<file path="src/rtl/sst_pkg.sv">
`timescale 1ns / 1ps
// ----------------------------------------------------------------------------
// sst_pkg
// Types and codes shared by the two-scope symbol table modules.
// ----------------------------------------------------------------------------
package sst_pkg;

    // item codes
    localparam logic [2:0] MODE_DEFINE      = 3'd0;
    localparam logic [2:0] MODE_LOOKUP      = 3'd1;
    localparam logic [2:0] MODE_COUNT       = 3'd2;
    localparam logic [2:0] MODE_CLEAR_SUB   = 3'd3;
    localparam logic [2:0] MODE_CLEAR_CLASS = 3'd4;

    localparam logic [1:0] STATUS_OK        = 2'd0;
    localparam logic [1:0] STATUS_NOT_FOUND = 2'd1;
    localparam logic [1:0] STATUS_FULL      = 2'd2;

    localparam logic [1:0] KIND_STATIC = 2'd0;
    localparam logic [1:0] KIND_FIELD  = 2'd1;
    localparam logic [1:0] KIND_ARG    = 2'd2;
    localparam logic [1:0] KIND_LOCAL  = 2'd3;

    // fixed field widths
    localparam int IDX_W   = 6;
    localparam int CNT_W   = 7;
    localparam int TYPE_W  = 16;
    localparam int KEY_W   = 64;

    typedef struct packed {
        logic [2:0]        mode;
        logic [KEY_W-1:0]  name_key;
        logic [TYPE_W-1:0] type_code;
        logic [1:0]        kind;
    } req_item_t;

    typedef struct packed {
        logic [1:0]        status;
        logic [1:0]        kind_out;
        logic [IDX_W-1:0]  index_out;
        logic [TYPE_W-1:0] type_out;
        logic [CNT_W-1:0]  count_out;
    } rsp_item_t;

    // control from the sequencer to one scope
    typedef struct packed {
        logic clear;
        logic wr_en;
        logic scan_run;
    } scope_cmd_t;

    // status from one scope back to the sequencer
    typedef struct packed {
        logic full;
        logic hit;
        logic done;
    } scope_sts_t;

endpackage

</file>
<file path="src/rtl/sst_ctrl.sv">
`timescale 1ns / 1ps
// ----------------------------------------------------------------------------
// sst_ctrl
// Item sequencer: decodes the mode, keeps the per-kind counters, runs the
// inner then outer scan for a lookup and holds the result register.
// ----------------------------------------------------------------------------
module sst_ctrl #(
    parameter int OUTER_DEPTH = 64,
    parameter int INNER_DEPTH = 64,
    parameter int KEY_BITS    = 64,
    parameter int TW          = 16
) (
    input  logic                  clk,
    input  logic                  rst_n,
    input  logic                  req_valid,
    output logic                  req_ready,
    input  sst_pkg::req_item_t    req,
    output logic                  rsp_valid,
    input  logic                  rsp_ready,
    output sst_pkg::rsp_item_t    rsp,
    output sst_pkg::scope_cmd_t   o_cmd,
    input  sst_pkg::scope_sts_t   o_sts,
    output sst_pkg::scope_cmd_t   i_cmd,
    input  sst_pkg::scope_sts_t   i_sts,
    output logic [KEY_BITS-1:0]   wr_key,
    output logic [TW-1:0]         wr_type,
    output logic                  wr_kind,
    output logic [sst_pkg::IDX_W-1:0] wr_index,
    output logic [KEY_BITS-1:0]   scan_key,
    input  logic [TW-1:0]         o_hit_type,
    input  logic                  o_hit_kind,
    input  logic [sst_pkg::IDX_W-1:0] o_hit_index,
    input  logic [TW-1:0]         i_hit_type,
    input  logic                  i_hit_kind,
    input  logic [sst_pkg::IDX_W-1:0] i_hit_index
);
    import sst_pkg::*;

    localparam int MAX_DEPTH = (OUTER_DEPTH > INNER_DEPTH) ? OUTER_DEPTH : INNER_DEPTH;
    localparam int CW        = $clog2(MAX_DEPTH + 1);

    typedef enum logic [3:0] {
        S_IDLE  = 4'b0001,
        S_INNER = 4'b0010,
        S_OUTER = 4'b0100,
        S_DONE  = 4'b1000
    } state_t;

    state_t              state_reg, state_next;
    logic [CW-1:0]       cnt_reg [4];
    logic [CW-1:0]       cnt_next [4];
    logic [KEY_BITS-1:0] key_reg, key_next;
    rsp_item_t           res_reg, res_next;
    rsp_item_t           rsp_reg, rsp_next;
    logic                rsp_valid_reg, rsp_valid_next;
    logic                accept;
    logic                scope_full;
    logic                done_load;
    logic [CW-1:0]       cur_cnt;

    assign req_ready = (state_reg == S_IDLE);
    assign accept    = req_valid && req_ready;
    assign rsp_valid = rsp_valid_reg;
    assign rsp       = rsp_reg;
    assign done_load = (state_reg == S_DONE) && (!rsp_valid_reg || rsp_ready);

    // write data comes from the accepted item; the index from its kind's counter
    assign wr_key   = req.name_key[KEY_BITS-1:0];
    assign wr_type  = req.type_code[TW-1:0];
    assign wr_kind  = req.kind[0];
    assign cur_cnt  = cnt_reg[req.kind];
    assign wr_index = IDX_W'(cur_cnt);
    assign scan_key = key_reg;

    assign scope_full = req.kind[1] ? i_sts.full : o_sts.full;

    // sequencer
    always_comb
    begin
        state_next = state_reg;
        key_next   = key_reg;
        res_next   = res_reg;
        for (int k = 0; k < 4; k++)
        begin
            cnt_next[k] = cnt_reg[k];
        end
        o_cmd = '0;
        i_cmd = '0;

        case (state_reg)
            S_IDLE:
            begin
                if (accept)
                begin
                    res_next   = '0;
                    state_next = S_DONE;
                    case (req.mode)
                        MODE_DEFINE:
                        begin
                            if (scope_full)
                            begin
                                res_next.status = STATUS_FULL;
                            end
                            else
                            begin
                                if (req.kind[1])
                                begin
                                    i_cmd.wr_en = 1'b1;
                                end
                                else
                                begin
                                    o_cmd.wr_en = 1'b1;
                                end
                                cnt_next[req.kind]  = cur_cnt + CW'(1);
                                res_next.status    = STATUS_OK;
                                res_next.kind_out  = req.kind;
                                res_next.index_out = IDX_W'(cur_cnt);
                                res_next.type_out  = TYPE_W'(req.type_code[TW-1:0]);
                            end
                        end
                        MODE_LOOKUP:
                        begin
                            key_next   = req.name_key[KEY_BITS-1:0];
                            state_next = S_INNER;
                        end
                        MODE_COUNT:
                        begin
                            res_next.kind_out  = req.kind;
                            res_next.count_out = CNT_W'(cur_cnt);
                        end
                        MODE_CLEAR_SUB:
                        begin
                            i_cmd.clear       = 1'b1;
                            cnt_next[KIND_ARG]   = '0;
                            cnt_next[KIND_LOCAL] = '0;
                        end
                        MODE_CLEAR_CLASS:
                        begin
                            o_cmd.clear        = 1'b1;
                            cnt_next[KIND_STATIC] = '0;
                            cnt_next[KIND_FIELD]  = '0;
                        end
                        default:
                        begin
                            res_next = '0;
                        end
                    endcase
                end
            end
            S_INNER:
            begin
                i_cmd.scan_run = 1'b1;
                if (i_sts.hit)
                begin
                    res_next.status    = STATUS_OK;
                    res_next.kind_out  = {1'b1, i_hit_kind};
                    res_next.index_out = i_hit_index;
                    res_next.type_out  = TYPE_W'(i_hit_type);
                    state_next         = S_DONE;
                end
                else if (i_sts.done)
                begin
                    state_next = S_OUTER;
                end
            end
            S_OUTER:
            begin
                o_cmd.scan_run = 1'b1;
                if (o_sts.hit)
                begin
                    res_next.status    = STATUS_OK;
                    res_next.kind_out  = {1'b0, o_hit_kind};
                    res_next.index_out = o_hit_index;
                    res_next.type_out  = TYPE_W'(o_hit_type);
                    state_next         = S_DONE;
                end
                else if (o_sts.done)
                begin
                    res_next.status = STATUS_NOT_FOUND;
                    state_next      = S_DONE;
                end
            end
            S_DONE:
            begin
                if (done_load)
                begin
                    state_next = S_IDLE;
                end
            end
            default:
            begin
                state_next = S_IDLE;
            end
        endcase
    end

    // result register toward the consumer
    always_comb
    begin
        rsp_next       = rsp_reg;
        rsp_valid_next = rsp_valid_reg;
        if (done_load)
        begin
            rsp_next       = res_reg;
            rsp_valid_next = 1'b1;
        end
        else if (rsp_ready)
        begin
            rsp_valid_next = 1'b0;
        end
    end

    always_ff @(posedge clk or negedge rst_n)
    begin
        if (!rst_n)
        begin
            state_reg     <= S_IDLE;
            rsp_valid_reg <= 1'b0;
            for (int k = 0; k < 4; k++)
            begin
                cnt_reg[k] <= '0;
            end
        end
        else
        begin
            state_reg     <= state_next;
            rsp_valid_reg <= rsp_valid_next;
            for (int k = 0; k < 4; k++)
            begin
                cnt_reg[k] <= cnt_next[k];
            end
        end
    end

    // payload registers
    always_ff @(posedge clk)
    begin
        key_reg <= key_next;
        res_reg <= res_next;
        rsp_reg <= rsp_next;
    end

endmodule

</file>
<file path="config.mk">
export PLATFORM = sky130hd
export DESIGN_NAME = sst_ctrl
export DESIGN_NICKNAME = d
export VERILOG_FILES = /design/src/rtl/sst_pkg.sv /design/src/rtl/sst_ctrl.sv
export SDC_FILE = /design/constraint.sdc
export NUM_CORES = 1
export LEC_CHECK = 0
export BUFFER_PORTS_ARGS = -buffer_cell sky130_fd_sc_hd__buf_2
export CORE_AREA = 10 10 134 136
export CTS_CLUSTER_SIZE = 25
export DETAILED_ROUTE_END_ITERATION = 7
export DIE_AREA = 0 0 144 146
export GPL_ROUTABILITY_DRIVEN = 0
export HOLD_SLACK_MARGIN = 0.15
export PLACE_DENSITY = 0.78
export SLEW_MARGIN = 0
export SYNTH_ARGS = -nofsm -noshare
export SYNTH_HDL_FRONTEND = slang
export SYNTH_SLANG_ARGS = --single-unit
export TNS_END_PERCENT = 10
</file>
<file path="constraint.sdc">
create_clock -name clk -period 6.2 [get_ports clk]
set_input_delay 0 -clock clk [delete_from_list [all_inputs] [get_ports clk]]
set_output_delay 0 -clock clk [all_outputs]
set_load 0.005 [all_outputs]
</file>
==> results.sh <==
export IMPL_drt_total_wl_um=23600
export IMPL_hold_path_class="primary input to flop"
export IMPL_synthCells=457
export IMPL_layout_commonest_cell="buf_2"
export IMPL_path_max_fanout=26
export IMPL_ys_flop_type="edfxtp_1"
export IMPL_rsz0062_at_grt="no"
export IMPL_die_area_um2=21000
export IMPL_wl_per_cell_um=22.5
export IMPL_final_max_slew_viol_count=0
export IMPL_drtPass1Iterations=7
export IMPL_relSlewSlack=0.162
export IMPL_grt_overflow=0
export IMPL_ys_seq_elements=163
export IMPL_cp_end_kind="flop"
export IMPL_grt_pass1_vias=5578
export IMPL_crit_path_frequent_cell="dlygate4sd3_1"
export IMPL_fin_worst_skew_ns=0.00979
export IMPL_fp_dieH_um=146
export IMPL_die_x_um=144
export IMPL_vias=5253
export IMPL_fin_cells=1046
export IMPL_dp_cells=885
export IMPL_status="finished clean"
export IMPL_setup_viol=0
export IMPL_drc=0
export IMPL_ir_drop_uv=190
export IMPL_io_buffer_count=332
export IMPL_finalCritPeriodShare=0.533
export IMPL_std_cell_rows=46
export IMPL_worst_slew_pin_slew_ns=1.25
export IMPL_worst_ep_arrival_time_ns=3.47
export IMPL_postRouteAntennaNets=0
export IMPL_hold_viol_final=0
export IMPL_min_period_ns=3.30
export IMPL_max_freq_mhz=303
export IMPL_drtIter0Drc=392
export IMPL_cts_root_buf="clkbuf_16"
export IMPL_grt_max_degree=65
export IMPL_final_cell_mix="buf_2 (332), edfxtp_1 (130), dlygate4sd3_1 (127)"
export IMPL_cts_hold_buffers_added=127
export IMPL_final_core_util=0.638
export IMPL_post_cts_setup_buffers=0
export IMPL_final_setup_tns_ns=0
export IMPL_cts_resized=0
export IMPL_grtUsageTotal=0.219
export IMPL_critPathKind="flop to flop"
export IMPL_clk_latency_ns=0.42
export IMPL_critical_path_required_ns=6.37
export IMPL_cts_tree="yes"
export IMPL_htreeDepth=4
export IMPL_synth_edf_count=130
export IMPL_final_nets=981
export IMPL_synth_area_um2=6750
export IMPL_largest_register_ffs=64
export IMPL_yosysSeqAreaShare=0.701
export IMPL_io_pins=333
export IMPL_async_flop_share=0.202
export IMPL_start_util=0.436
export IMPL_power_density_nw_per_um2=307
export IMPL_max_stage_delay_ns=0.63
export IMPL_viasPerCell=5.02
export IMPL_grt_pass1_wl_um=34500
export IMPL_drive_gt1_frac=0.454
export IMPL_yosysWarnings=0
export IMPL_postSynthAreaPerCell_um2=14.8
export IMPL_hpwl_um=16300
export IMPL_syn_nets=599
export IMPL_cts_sinks=163
export IMPL_cpMaxStageDelayCell="clkinv_1"
export IMPL_p_leak_nw=4.37
export IMPL_area_growth_pct=46.4
export IMPL_antenna_found_initial=3
export IMPL_maxCapViolations=0
export IMPL_cts_buffers=17
export IMPL_max_clock_path_buffers=2
export IMPL_clk_pin_slew_worst_paths_ns=0.06
export IMPL_synth_distinct_cells=51
export IMPL_path_cells="nor2_1, nand3b_1, clkinv_1, a22oi_1, dlygate4sd3_1, o41ai_1, dlygate4sd3_1"
export IMPL_coreArea_um2=15500
export IMPL_start_kind="flop"
worst max-delay path, delay by kind of cell (launching register included):
family | cells | cell delay [ns]
buf+inv | 3 | 1.79
simple gates | 2 | 0.20
flops | 1 | 0.57
compound gates | 2 | 0.48
metrics by stage:
step	setup WS [ns]	hold WS (ns)	power (mW)	instance area (um2)
finish	2.90	0.170	3.03	9880
global route	2.68	0.197	3.15	9880
CTS	3.00	0.153	3.04	9870
detailed placement	3.36	0.106	1.90	7990
global placement	3.51	0.105	1.89	7990
floorplan	1.88	-0.296	1.69	6750
power by group:
part	leakage, nW	switching, mW	total, mW	internal, mW
clock network	0.294	0.419	1.09	0.670
registers	1.66	0.0615	1.48	1.42
logic	2.42	0.270	0.462	0.192
total	4.37	0.751	3.03	2.28
kinds of logic (layout without fill, tap and decap cells):
family | Yosys count | in the layout | share of synthesized area
AO/OA/AOI/OAI | 64 | 64 | 0.0717
XOR/XNOR | 5 | 5 | 0.00649
adder cells (fa/ha/maj) | 1 | 1 | 0.00185
buffers and inverters | 126 | 520 | 0.120
flip-flops | 163 | 163 | 0.701
multiplexers | 8 | 8 | 0.0248
other | 0 | 3 | 0
AND/OR/NAND/NOR | 90 | 90 | 0.0742
Yosys cell counts, types with 3 or more instances:
library cell | number | area share
o21ai_0 | 21 | 0.016
nand2_1 | 34 | 0.019
o21ai_1 | 7 | 0.0052
dfrtp_1 | 32 | 0.12
buf_2 | 3 | 0.0022
nor3_1 | 4 | 0.0030
nor2b_1 | 3 | 0.0028
nor2_1 | 13 | 0.0072
buf_4 | 88 | 0.098
nand3b_1 | 4 | 0.0044
clkbuf_1 | 7 | 0.0039
a222oi_1 | 22 | 0.033
and3_1 | 8 | 0.0074
edfxtp_1 | 130 | 0.58
nand3_1 | 5 | 0.0037
mux4_2 | 7 | 0.023
nand2b_1 | 4 | 0.0037
xnor2_1 | 3 | 0.0039
inv_1 | 25 | 0.014
layout make-up:
type	count	area (um2)
Tap cell	192	240
Antenna cell	3	7.51
Inverter	27	103
Sequential cell	163	4730
Clock inverter	14	188
Multi-Input combinational cell	168	1230
Timing Repair Buffer	462	2960
Clock buffer	17	425
Fill cell	1133	5600
metal layers:
metal / share of wire / vias up / track usage
met1: 0.35 / 2524 / 0.232
met4: 0.036 / 0 / 0.115
met3: 0.10 / 53 / 0.0757
met5: 0 / - / 0
li1: - / 2373 / -
met2: 0.52 / 303 / 0.374
final timing paths:
path | startpoint | to | slack (ns) | depth (start not counted)
setup / recovery | state_reg[0]$_DFFE_PN1P_ | res_reg[29]$_DFFE_PP_ | 2.90 | 7
hold / removal | req[84] | cnt_reg[22]$_DFFE_PN0P_ | 0.17 | 4
setup reg to reg | state_reg[0]$_DFFE_PN1P_ | res_reg[29]$_DFFE_PP_ | 2.90 | 7
hold reg to reg | res_reg[9]$_DFFE_PP_ | rsp[9]$_DFFE_PP_ | 0.41 | 0
max in group asynchronous | rst_n | cnt_reg[19]$_DFFE_PN0P_ | 5.53 | 2
min in group asynchronous | rst_n | cnt_reg[10]$_DFFE_PN0P_ | 0.19 | 2
Note: power is estimated with default switching activity, not from simulation.
